## config.mk

```make
export PLATFORM = sky130hd
export DESIGN_NAME = ir_timed_frame_receiver_core
export DESIGN_NICKNAME = d
export VERILOG_FILES = /design/src/rtl/core/irtfr_pkg.sv /design/src/rtl/core/irtfr_window.sv /design/src/rtl/core/irtfr_ctrl.sv /design/src/rtl/core/ir_timed_frame_receiver_core.sv
export SDC_FILE = /design/constraint.sdc
export NUM_CORES = 1
export LEC_CHECK = 0
export BUFFER_PORTS_ARGS = -buffer_cell sky130_fd_sc_hd__buf_2
export CORE_MARGIN = 2
export CORE_UTILIZATION = 45
export CTS_BUF_LIST = sky130_fd_sc_hd__clkbuf_8
export CTS_CLUSTER_SIZE = 20
export DETAILED_ROUTE_END_ITERATION = 16
export PLACE_DENSITY = 0.63
export RECOVER_POWER = 100
export SLEW_MARGIN = 20
export SYNTH_ARGS = -nofsm -noshare
export SYNTH_HDL_FRONTEND = slang
export SYNTH_HIERARCHICAL = 1
export SYNTH_SLANG_ARGS = --single-unit
export TNS_END_PERCENT = 30
```

## constraint.sdc

```tcl
create_clock -name i_clk -period 5.86 [get_ports i_clk]
set_input_delay 1.172 -clock i_clk [delete_from_list [all_inputs] [get_ports i_clk]]
set_output_delay 1.172 -clock i_clk [all_outputs]
set_load 0.005 [all_outputs]
```

## src/rtl/core/irtfr_pkg.sv

```systemverilog
package irtfr_pkg;

    localparam logic [15:0] TIMER_MAX = 16'hFFFF;
    localparam int unsigned OUT_WORD_W = 8;

    typedef enum logic [1:0] {
        PH_WAIT     = 2'd0,
        PH_PREAMBLE = 2'd1,
        PH_DATA     = 2'd2,
        PH_EPILOGUE = 2'd3
    } t_phase;

    typedef enum logic [1:0] {
        FN_TICK = 2'd0,
        FN_RISE = 2'd1,
        FN_FALL = 2'd2
    } t_func;

    // Sub-step codes inside the preamble.
    localparam logic [1:0] PRE_HIGH1 = 2'd0;
    localparam logic [1:0] PRE_GAP1  = 2'd1;
    localparam logic [1:0] PRE_HIGH2 = 2'd2;
    localparam logic [1:0] PRE_FINAL = 2'd3;

    // Sub-step codes inside the epilogue.
    localparam logic [1:0] EPI_TICK = 2'd0;
    localparam logic [1:0] EPI_GAP  = 2'd1;
    localparam logic [1:0] EPI_HIGH = 2'd2;

    // Word select codes.
    localparam logic [1:0] WS_ID     = 2'd0;
    localparam logic [1:0] WS_ANGLE  = 2'd1;
    localparam logic [1:0] WS_REV    = 2'd2;
    localparam logic [1:0] WS_UNUSED = 2'd3;

    typedef enum logic [2:0] {
        CFG_INTERFRAME_MIN  = 3'd0,
        CFG_PRE_BIT_LEN     = 3'd1,
        CFG_PRE_BIT_TOL     = 3'd2,
        CFG_PRE_DELAY_LEN   = 3'd3,
        CFG_PRE_DELAY_TOL   = 3'd4,
        CFG_BIT_PERIOD      = 3'd5,
        CFG_HALF_BIT_PERIOD = 3'd6,
        CFG_PREAMBLE_TOTAL  = 3'd7
    } t_cfg_idx;

    typedef struct packed {
        logic [15:0] interframe_min;
        logic [15:0] pre_bit_len;
        logic [15:0] pre_bit_tol;
        logic [15:0] pre_delay_len;
        logic [15:0] pre_delay_tol;
        logic [15:0] bit_period;
        logic [15:0] half_bit_period;
        logic [15:0] preamble_total;
    } t_cfg;

    typedef struct packed {
        logic                  timer_restart;
        logic                  period_load;
        logic [15:0]           new_period;
        logic                  frame_valid;
        logic                  frame_bad;
        logic [OUT_WORD_W-1:0] beamer_id;
        logic [OUT_WORD_W-1:0] angle_code;
    } t_result;

endpackage

```

## src/rtl/core/irtfr_window.sv

```systemverilog
module irtfr_window (
    input  logic [15:0] i_x,
    input  logic [15:0] i_len,
    input  logic [15:0] i_tol,
    output logic        o_hit
);
    logic [16:0] len_plus_tol;
    logic [16:0] x_plus_tol;

    // Both sums are one bit wider so the window edges never wrap.
    assign len_plus_tol = {1'b0, i_len} + {1'b0, i_tol};
    assign x_plus_tol   = {1'b0, i_x} + {1'b0, i_tol};
    assign o_hit = ({1'b0, i_x} < len_plus_tol) && (x_plus_tol > {1'b0, i_len});
endmodule

```

## src/rtl/core/irtfr_ctrl.sv

```systemverilog
module irtfr_ctrl #(
    parameter int unsigned WORD_BITS = 8
) (
    input  logic              i_clk,
    input  logic              i_rst_n,
    input  logic              i_en,
    input  irtfr_pkg::t_cfg   i_cfg,
    input  logic [1:0]        i_func,
    input  logic              i_line_level,
    input  logic [15:0]       i_low_duration,
    input  logic [15:0]       i_high_duration,
    output irtfr_pkg::t_result o_result
);
    import irtfr_pkg::*;

    localparam int unsigned BP_W = $clog2(WORD_BITS + 1);
    localparam logic [BP_W-1:0] BP_LAST = BP_W'(WORD_BITS);

    t_phase                r_phase, n_phase;
    logic [1:0]            r_sub, n_sub;
    logic [1:0]            r_ws, n_ws;
    logic [BP_W-1:0]       r_bp, n_bp;
    logic [WORD_BITS-1:0]  r_id, n_id;
    logic [WORD_BITS-1:0]  r_ang, n_ang;
    logic [WORD_BITS-1:0]  r_rev, n_rev;

    logic                  good_bit;
    logic                  good_gap;
    logic                  tick, rise, fall;
    logic                  abort;
    logic [WORD_BITS-1:0]  bit_set;
    logic [BP_W-1:0]       bp_inc;
    logic [BP_W-1:0]       bp_after;
    logic                  angle_ok;
    t_result               res;

    irtfr_window u_bit_win (
        .i_x   (i_high_duration),
        .i_len (i_cfg.pre_bit_len),
        .i_tol (i_cfg.pre_bit_tol),
        .o_hit (good_bit)
    );

    irtfr_window u_gap_win (
        .i_x   (i_low_duration),
        .i_len (i_cfg.pre_delay_len),
        .i_tol (i_cfg.pre_delay_tol),
        .o_hit (good_gap)
    );

    assign tick = (i_func == FN_TICK);
    assign rise = (i_func == FN_RISE);
    assign fall = (i_func == FN_FALL);

    // Words arrive MSB first: bit position zero lands in the top bit.
    always_comb begin
        for (int k = 0; k < WORD_BITS; k++) begin
            bit_set[k] = i_line_level && (r_bp == BP_W'(WORD_BITS - 1 - k));
        end
    end

    assign bp_inc   = r_bp + BP_W'(1);
    assign bp_after = (r_bp < BP_LAST) ? bp_inc : r_bp;
    assign angle_ok = (r_ang == ~r_rev);

    always_comb begin
        n_phase = r_phase;
        n_sub   = r_sub;
        n_ws    = r_ws;
        n_bp    = r_bp;
        n_id    = r_id;
        n_ang   = r_ang;
        n_rev   = r_rev;
        res     = '0;
        abort   = 1'b0;

        case (r_phase)
            PH_WAIT: begin
                if (rise && (i_low_duration > i_cfg.interframe_min)) begin
                    res.timer_restart = 1'b1;
                    res.period_load   = 1'b1;
                    res.new_period    = i_cfg.preamble_total;
                    n_phase           = PH_PREAMBLE;
                    n_sub             = PRE_HIGH1;
                end
            end
            PH_PREAMBLE: begin
                case (r_sub)
                    PRE_HIGH1: begin
                        if (fall && good_bit) begin
                            n_sub = PRE_GAP1;
                        end else begin
                            abort = 1'b1;
                        end
                    end
                    PRE_GAP1: begin
                        if (rise && good_gap) begin
                            n_sub = PRE_HIGH2;
                        end else begin
                            abort = 1'b1;
                        end
                    end
                    PRE_HIGH2: begin
                        if (fall && good_bit) begin
                            res.timer_restart = 1'b1;
                            res.period_load   = 1'b1;
                            res.new_period    = i_cfg.pre_delay_len;
                            n_sub             = PRE_FINAL;
                        end else begin
                            abort = 1'b1;
                        end
                    end
                    default: begin
                        if (tick) begin
                            res.period_load = 1'b1;
                            res.new_period  = i_cfg.half_bit_period;
                            n_sub           = PRE_HIGH1;
                            n_phase         = PH_DATA;
                            n_ws            = WS_ID;
                            n_id            = '0;
                            n_ang           = '0;
                            n_rev           = '0;
                            n_bp            = '0;
                        end
                    end
                endcase
            end
            PH_DATA: begin
                if (tick) begin
                    case (r_ws)
                        WS_ID, WS_ANGLE: begin
                            if ((r_ws == WS_ID) && (r_bp == '0)) begin
                                res.period_load = 1'b1;
                                res.new_period  = i_cfg.bit_period;
                            end
                            if (r_bp < BP_LAST) begin
                                if (r_ws == WS_ID) begin
                                    n_id = r_id | bit_set;
                                end else begin
                                    n_ang = r_ang | bit_set;
                                end
                                n_bp = bp_inc;
                            end else begin
                                // This tick is the gap between two words.
                                n_ws = r_ws + 2'd1;
                                n_bp = '0;
                            end
                        end
                        WS_REV: begin
                            n_rev = r_rev | bit_set;
                            n_bp  = bp_after;
                            if (bp_after >= BP_LAST) begin
                                n_bp            = '0;
                                res.period_load = 1'b1;
                                res.new_period  = i_cfg.half_bit_period;
                                n_phase         = PH_EPILOGUE;
                                n_sub           = EPI_TICK;
                            end
                        end
                        default: begin
                            abort = 1'b1;
                        end
                    endcase
                end
            end
            default: begin
                case (r_sub)
                    EPI_TICK: begin
                        if (tick) begin
                            res.timer_restart = 1'b1;
                            res.period_load   = 1'b1;
                            res.new_period    = TIMER_MAX;
                            n_sub             = EPI_GAP;
                        end
                    end
                    EPI_GAP: begin
                        if (rise && good_gap) begin
                            n_sub = EPI_HIGH;
                        end
                    end
                    EPI_HIGH: begin
                        if (fall && good_bit) begin
                            res.frame_valid = angle_ok;
                            res.frame_bad   = !angle_ok;
                            res.beamer_id   = OUT_WORD_W'(r_id);
                            res.angle_code  = OUT_WORD_W'(r_ang);
                        end
                        abort = 1'b1;
                    end
                    default: begin
                        abort = 1'b1;
                    end
                endcase
            end
        endcase

        if (abort) begin
            n_phase           = PH_WAIT;
            n_ws              = WS_ID;
            res.timer_restart = 1'b1;
            res.period_load   = 1'b1;
            res.new_period    = TIMER_MAX;
        end
    end

    assign o_result = res;

    always_ff @(posedge i_clk) begin
        if (!i_rst_n) begin
            r_phase <= PH_WAIT;
            r_sub   <= PRE_HIGH1;
            r_ws    <= WS_ID;
            r_bp    <= '0;
            r_id    <= '0;
            r_ang   <= '0;
            r_rev   <= '0;
        end else if (i_en) begin
            r_phase <= n_phase;
            r_sub   <= n_sub;
            r_ws    <= n_ws;
            r_bp    <= n_bp;
            r_id    <= n_id;
            r_ang   <= n_ang;
            r_rev   <= n_rev;
        end
    end

    a_flags_exclusive: assert property (@(posedge i_clk) disable iff (!i_rst_n)
        !(res.frame_valid && res.frame_bad))
        else $error("frame reported both valid and bad");

    a_frame_restarts: assert property (@(posedge i_clk) disable iff (!i_rst_n)
        (res.frame_valid || res.frame_bad) |->
            (res.timer_restart && res.period_load && n_phase == PH_WAIT))
        else $error("frame report without receiver reset");

    a_period_idle_zero: assert property (@(posedge i_clk) disable iff (!i_rst_n)
        !res.period_load |-> (res.new_period == '0))
        else $error("period driven without load");

    a_ws_in_range: assert property (@(posedge i_clk) disable iff (!i_rst_n)
        (r_phase == PH_DATA) |-> (r_ws != WS_UNUSED))
        else $error("unused word select reached in data phase");

    a_bp_bound: assert property (@(posedge i_clk) disable iff (!i_rst_n)
        (r_phase == PH_DATA) |-> (r_bp <= BP_LAST))
        else $error("bit position beyond word length");
endmodule

```

## src/rtl/core/ir_timed_frame_receiver_core.sv

```systemverilog
// A result is registered and presented in the cycle after its input transfer.
// Throughput: one event per cycle unless the output stalls; the decoder state
// updates in a single pass and a result register separates the input and output
// handshakes. A new event is taken whenever the result register is empty or being drained.
// Reset (synchronous, active low) clears all configuration to zero, returns the
// receiver to waiting for a start, and empties the result register.
module ir_timed_frame_receiver_core #(
    parameter int unsigned WORD_BITS = 8
) (
    input  logic        i_clk,
    input  logic        i_rst_n,

    input  logic        i_cfg_we,
    input  logic [2:0]  i_cfg_idx,
    input  logic [15:0] i_cfg_wdata,

    input  logic        i_in_valid,
    output logic        o_in_ready,
    input  logic [1:0]  i_func,
    input  logic        i_line_level,
    input  logic [15:0] i_low_duration,
    input  logic [15:0] i_high_duration,

    output logic        o_out_valid,
    input  logic        i_out_ready,
    output logic        o_timer_restart,
    output logic        o_period_load,
    output logic [15:0] o_new_period,
    output logic        o_frame_valid,
    output logic        o_frame_bad,
    output logic [7:0]  o_beamer_id,
    output logic [7:0]  o_angle_code
);
    import irtfr_pkg::*;

    t_cfg    r_cfg;
    t_result r_res;
    t_result res;
    logic    r_out_valid;
    logic    in_xfer;

    assign o_in_ready = !r_out_valid || i_out_ready;
    assign in_xfer    = i_in_valid && o_in_ready;

    always_ff @(posedge i_clk) begin
        if (!i_rst_n) begin
            r_cfg <= '0;
        end else if (i_cfg_we) begin
            case (t_cfg_idx'(i_cfg_idx))
                CFG_INTERFRAME_MIN:  r_cfg.interframe_min  <= i_cfg_wdata;
                CFG_PRE_BIT_LEN:     r_cfg.pre_bit_len     <= i_cfg_wdata;
                CFG_PRE_BIT_TOL:     r_cfg.pre_bit_tol     <= i_cfg_wdata;
                CFG_PRE_DELAY_LEN:   r_cfg.pre_delay_len   <= i_cfg_wdata;
                CFG_PRE_DELAY_TOL:   r_cfg.pre_delay_tol   <= i_cfg_wdata;
                CFG_BIT_PERIOD:      r_cfg.bit_period      <= i_cfg_wdata;
                CFG_HALF_BIT_PERIOD: r_cfg.half_bit_period <= i_cfg_wdata;
                CFG_PREAMBLE_TOTAL:  r_cfg.preamble_total  <= i_cfg_wdata;
                default: begin
                end
            endcase
        end
    end

    irtfr_ctrl #(
        .WORD_BITS (WORD_BITS)
    ) u_ctrl (
        .i_clk           (i_clk),
        .i_rst_n         (i_rst_n),
        .i_en            (in_xfer),
        .i_cfg           (r_cfg),
        .i_func          (i_func),
        .i_line_level    (i_line_level),
        .i_low_duration  (i_low_duration),
        .i_high_duration (i_high_duration),
        .o_result        (res)
    );

    always_ff @(posedge i_clk) begin
        if (!i_rst_n) begin
            r_out_valid <= 1'b0;
        end else if (in_xfer) begin
            r_out_valid <= 1'b1;
        end else if (i_out_ready) begin
            r_out_valid <= 1'b0;
        end
    end

    always_ff @(posedge i_clk) begin
        if (in_xfer) begin
            r_res <= res;
        end
    end

    assign o_out_valid     = r_out_valid;
    assign o_timer_restart = r_res.timer_restart;
    assign o_period_load   = r_res.period_load;
    assign o_new_period    = r_res.new_period;
    assign o_frame_valid   = r_res.frame_valid;
    assign o_frame_bad     = r_res.frame_bad;
    assign o_beamer_id     = r_res.beamer_id;
    assign o_angle_code    = r_res.angle_code;

    a_no_overwrite: assert property (@(posedge i_clk) disable iff (!i_rst_n)
        (r_out_valid && !i_out_ready) |-> !o_in_ready)
        else $error("input taken while a result is stalled");

    a_result_follows: assert property (@(posedge i_clk) disable iff (!i_rst_n)
        in_xfer |=> r_out_valid)
        else $error("transfer did not produce a result");

    a_drain: assert property (@(posedge i_clk) disable iff (!i_rst_n)
        (r_out_valid && i_out_ready && !in_xfer) |=> !r_out_valid)
        else $error("drained result still shown");
endmodule
```

Word level (Yosys, flattened, before mapping):

Index checks and enable logic that the tools add are counted.

* word-level logic and storage cells: 209
* input port bits: 59
* register bits after elaboration: 199

* $lt $le $gt $ge: 7
* reductions and logical operators: 50
* mux-type cells: 71
* add/subtract/negate cells: 6
* equality and inequality tests: 46
* bitwise operators: 6

Operator list (number)
* two-way mux 8 bit: 12
* two-way mux 18 bit: 4
* adder 16 x 16 -> 17 bit: 4
* two-way mux 17 bit: 4
* one-hot mux 17 bit (2 select lines): 2
* one-hot mux 17 bit (3 select lines): 1
* one-hot mux 8 bit (2 select lines): 3
* two-way mux 2 bit: 21
* greater-than comparator 17 x 16 -> 1 bit: 2
* less-than comparator 16 x 17 -> 1 bit: 2
* two-way mux 4 bit: 6
* bitwise OR 8 bit: 3
* AND reduction 8 bit: 3
* inequality test 3 x 2 -> 1 bit, second input constant: 6
* one-hot mux 2 bit (3 select lines): 3
* == test 4 x 3 -> 1 bit, second input constant: 4
* greater-than comparator 16 bit: 1
* one-hot mux 4 bit (2 select lines): 2
* AND reduction 2 bit: 8
* logical AND 1 bit: 15
* == test 3 bit, second input constant: 4
* inequality test 2 x 1 -> 1 bit, second input constant: 6
* inequality test 3 x 1 -> 1 bit, second input constant: 4
* AND reduction 6 bit: 2
* other kinds (35): 64

Longest topological paths before layout:

* depth after elaboration: 9
* gate-level depth with buffers: 22

Modules after synthesis:

The synthesis kept the hierarchy.

Modules (own cells, without submodules)
* ir_timed_frame_receiver_core: cells each 480, instances 1, area each 5756.8 um^2
* irtfr_ctrl: cells each 382, instances 1, area each 2997.9 um^2
* irtfr_window (u_ctrl.u_gap_win): cells each 300, instances 1, area each 2249.7 um^2
* irtfr_window (u_ctrl.u_bit_win): cells each 286, instances 1, area each 2149.6 um^2

Worst setup path after synthesis:

No wires, ideal clock.

* path type: input to register
* start point: in i_low_duration[0]
* end point: reg r_res (netlist bit o_new_period[10]), data pin
* stages: 22
* arrival time: 4923 ps
* path slack: 656 ps
* required time: 5580 ps
* cell sequence: ha_1 inv_1 fa_1 nor2b_2 o21bai_4 a211oi_2 nor4b_1 o21bai_1 xor2_1 ha_1 nand2_1 nor4_1 a2111oi_0 o41ai_1 o22ai_1 a32oi_1 nand3b_1 nand4_1 a32oi_1 a31oi_1 buf_2 o221ai_2

* cells in the longest elaborated chain, start to end: 7

Ends and longest elaborated chain
* start: declaration: line ir_timed_frame_receiver_core.sv:21 `input logic [15:0] i_low_duration,`
* adder 16 x 16 -> 17 bit: line irtfr_window.sv:12 `assign x_plus_tol = {1'b0, i_x} + {1'b0, i_tol};`
* greater-than comparator 17 x 16 -> 1 bit: line irtfr_window.sv:13 `assign o_hit = ({1'b0, i_x} < len_plus_tol) && (x_plus_tol > {1'b0, i_len});`
* logical AND 1 bit (*): line irtfr_window.sv:13
* via u_ctrl.good_gap: line irtfr_ctrl.sv:28 `logic good_gap;`
* logical AND 1 bit (*): line irtfr_ctrl.sv:97 `if (rise && good_gap) begin`
* two-way mux 1 bit (*): line irtfr_ctrl.sv:97
* one-hot mux 1 bit (2 select lines) (*): line irtfr_ctrl.sv:88 `case (r_sub)`
* one-hot mux 1 bit (3 select lines) (*): line irtfr_ctrl.sv:77 `case (r_phase)`
* end signal: assignment: line ir_timed_frame_receiver_core.sv:90 `r_res <= res;`
* end: declaration: line ir_timed_frame_receiver_core.sv:37 `t_result r_res;`

Mark *: on every way through the listed nets, which the timed path passes. The rest lies on a longest branch.
A chain may end at the register's enable or synchronous reset.

Worst setup path in the final report:

* start point: reg r_cfg[96] (netlist name)
* end point: reg r_res (netlist bit o_new_period[14]), data pin

* cells in the longest elaborated chain, start to end: 7

Ends and longest elaborated chain
* start: declaration: line ir_timed_frame_receiver_core.sv:36 `t_cfg r_cfg;`
* adder 16 x 16 -> 17 bit: line irtfr_window.sv:11 `assign len_plus_tol = {1'b0, i_len} + {1'b0, i_tol};`
* less-than comparator 16 x 17 -> 1 bit: line irtfr_window.sv:13
* logical AND 1 bit (*): line irtfr_window.sv:13
* via u_ctrl.good_bit: line irtfr_ctrl.sv:27 `logic good_bit;`
* logical AND 1 bit (*): line irtfr_ctrl.sv:90, irtfr_ctrl.sv:104
* two-way mux 18 bit or two-way mux 1 bit (tied branches): line irtfr_ctrl.sv:104, irtfr_ctrl.sv:90
* one-hot mux 17 bit (2 select lines) or one-hot mux 1 bit (2 select lines) (tied branches): line irtfr_ctrl.sv:88
* one-hot mux 17 bit (3 select lines) or one-hot mux 1 bit (3 select lines) (tied branches): line irtfr_ctrl.sv:77

Marked as above.

==> reports/metrics.yaml <==
maxCapViolations: 2
whs_endpoint: "r_cfg[127]"
yosys.area.top_type: "dfxtp_1"
synthArstFlopShare_pct: 0
end_kind: "flip-flop"
clock_skew_ns: 0.0189
synth.avg_cell_area_um2: 9.08
antenna_found_initial: 0
ctsResizeCount: 0
tightest_slew_ns: 3.46
drt_iter0_markers: 736
place_area_um2: 14000
cp.required_ns: 6.07
crit_path_cell_trace: "ha_1 -> fa_1 -> a211oi_1 -> o21ai_1 -> a21oi_2 -> o21bai_1 -> a211oi_1 -> a311o_1 -> ha_1 -> a21o_1 -> a31oi_1 -> o2111ai_1 -> o211ai_1 -> a21oi_1 -> a22oi_1 -> nand3b_1 -> a21oi_1 -> a32oi_1 -> a31oi_1 -> buf_12 -> o221ai_1"
grt-ovfl-total: 0
dieArea_um2: 30600
min_period_ns: 5.41
start_util_pct: 45.7
drive_gt1_share_pct: 9.52
worstReg2RegStart: "r_cfg[96]"
startpoint_type: "flip-flop"
grt_pass1_vias: 10400
slowest_stage: "fa_1"
worstHoldPathCells: 2
worst-path-max-fanout: 18
failed_checks: "max-capacitance violations, max-slew violations"
synth_edf_count: 36
dp_hpwl_um: 24600
ys_warn_count: 6
vdd_drop_max_mv: 0.138
drt_pass1_iterations: 8
fmax_mhz: 185
p_per_area_nw_per_um2: 194
cts_tree: "built"
antennaDiodeCount: 0
grt.total_usage_pct: 21.5
synthCells: 1448
design_area_um2: 14200
clk_latency_ns: 0.49
worst_path_dominant_cell_family: "compound AO/OA/AOI/OAI gates"
viasPerCell: 5.64
n_fill_cell: 2755
cp_num_buf_inv: 1
hold_viol: 0
r2r_end: "o_new_period[14]"
criticalPathCategory: "flip-flop to flip-flop"
ff2ff_path_depth: 21
outcome: "finished, violations left"
dr_total_vias: 10800
die_w_um: 175
rsz0062_at_grt: "false"
ant_nets: 0
crit_path_start: "r_cfg[96]"
clkTransAtPathRegs_ns: 0.12
synthTopCellsByArea: "dfxtp_1 (25%), ha_1 (15%), mux2i_1 (10%)"
gp_congestion: 0.911
min_from: "r_cfg[127]"
root_buffer: "clkbuf_8"
synth.top_cell.area_share_pct: 24.8
cts_buffer_depth: 2
synth_seq_area_share_pct: 33.0
grt_pass1_wl_um: 53100
port_buffers: 96
clock_sinks: 199
numCtsBuffers: 17
critical_path.max_stage_delay_ns: 0.43
drv_slew: 119
reg2reg_slack_ns: 0.45
wl_per_cell_um: 16.9
hold_buffers: 0
tns_ns: 0
cts-htree-levels: 4
die_h_um: 175
finalSetupViolations: 0
synth_seq_cells: 199
core_um2: 28800
route.detailed.drc: 0
netlist_area_um2: 13200
wl_um: 32400
syn_to_final_growth_pct: 8.31
relSlewSlack_pct: -131
worstPathArrival_ns: 5.62
multi_input_area_um2: 8080
yosys_most_used_dff: "dfxtp_1"
seq_area_um2: 4340
yosysUniqueCellTypes: 86
place_inst: 1885
fin_nets: 1740
postCtsSetupBuffers: 0
hp-class: "flip-flop to flip-flop"
synth_most_common_cell: "nand2_1"
min_period_over_period_pct: 92.3
leakagePower_nw: 6.21
num_rows: 62
synthTopCellsByCount: "nand2_1 (199), dfxtp_1 (163), ha_1 (156), mux2i_1 (133), inv_1 (106)"
grt_max_degree: 79
fin_cells: 1918
ios: 97
synth_nets: 1667
==> where the power goes <==
part           total [mW]  switching [mW]  internal, mW
registers            1.46          0.0249          1.43
clock network       0.881           0.559         0.322
logic               0.426           0.254         0.172
total                2.76           0.838          1.93
==> logic make-up (layout without fill, tap and decap cells) <==
logic type               after synthesis  count (layout)  share of synthesized area (%)
AND/OR/NAND/NOR                      432             432                           15.4
flip-flops                           199             199                           33.0
adder cells (fa/ha/maj)              160             160                           15.4
AO/OA/AOI/OAI                        310             310                           17.5
buffers and inverters                161             247                           5.03
XOR/XNOR                              53              53                           3.53
multiplexers                         133             133                           10.1
==> worst reg2reg max path, cell delays in order (launching register included) <==
cell       delay (ns)
dfxtp_1          0.36
ha_1             0.23
fa_1             0.43
a211oi_1         0.31
o21ai_1          0.19
a21oi_2          0.28
o21bai_1         0.09
a211oi_1         0.27
a311o_1          0.17
ha_1             0.25
a21o_1           0.18
a31oi_1          0.27
o2111ai_1        0.19
o211ai_1         0.27
a21oi_1          0.15
a22oi_1          0.27
nand3b_1         0.17
a21oi_1          0.16
a32oi_1          0.21
a31oi_1          0.32
buf_12           0.20
o221ai_1         0.15
==> worst max-delay path by stage <==
stage	end	slack, ns	depth (start not counted)
2_1_floorplan	o_new_period[10]	0.66	22
3_3_place_gp	o_new_period[0]	0.51	21
3_5_place_dp	o_new_period[5]	0.34	21
4_1_cts	o_new_period[0]	0.54	21
5_1_grt	o_new_period[13]	0.04	21
6_report	o_new_period[14]	0.45	21
==> registers in the layout, indices dropped and copies added, names as in the netlist, 2 cells and up <==
signal	cells
o_new_period	16
o_angle_code	8
u_ctrl/r_ws	2
u_ctrl/r_bp	4
u_ctrl/r_id	8
u_ctrl/r_ang	8
o_beamer_id	8
u_ctrl/r_sub	2
r_cfg	128
u_ctrl/r_phase	2
u_ctrl/r_rev	8
==> per-stage QoR <==
step	setup WS, ns	hold slack [ns]	utilization (%)	power [mW]
2_1_floorplan	0.656	0.432	-	1.77
3_3_place_gp	0.514	0.440	48.6	1.91
3_5_place_dp	0.343	0.446	48.6	1.92
4_1_cts	0.541	0.468	49.9	2.79
5_1_grt	0.0360	0.483	49.5	2.89
6_report	0.449	0.464	49.5	2.76
==> metal layers <==
metal  global-route usage (%)  wire (um)  up-vias
met5                        0          0        -
met4                     5.69        577        0
met3                     2.63       1220       35
met2                     36.0      15400      253
met1                     29.3      15200     5128
li1                         -          -     5395
==> cell usage in the layout (no fill, tap or decap), types with 6 or more instances in the layout <==
master	instances
nand2_1	199
dfxtp_1	163
ha_1	156
mux2i_1	133
inv_1	106
buf_2	77
nor2_1	70
a21oi_1	64
o21ai_0	47
edfxtp_1	36
xnor2_1	35
o21a_1	30
nand3_1	29
nor3_1	24
clkbuf_1	21
xor2_1	18
clkbuf_8	17
a21o_1	17
o221ai_1	17
nand4_1	16
a222oi_1	16
nor2b_1	15
o211ai_1	14
a211oi_1	13
and2_0	11
nor4_1	10
o21bai_1	10
and2_1	9
nand2b_1	8
buf_4	8
and3_1	8
a41oi_1	8
o22ai_1	7
inv_8	6
a31oi_1	6
o21ai_1	6
==> area by class of cell <==
cell class | count | area share [%]
Clock inverter | 15 | 1.07
Inverter | 106 | 2.79
Clock buffer | 17 | 1.64
Multi-Input combinational cell | 1088 | 56.7
Sequential cell | 199 | 30.5
Timing Repair Buffer | 109 | 3.93
Tap cell | 384 | 3.37
(Power assumes the default switching activity.)
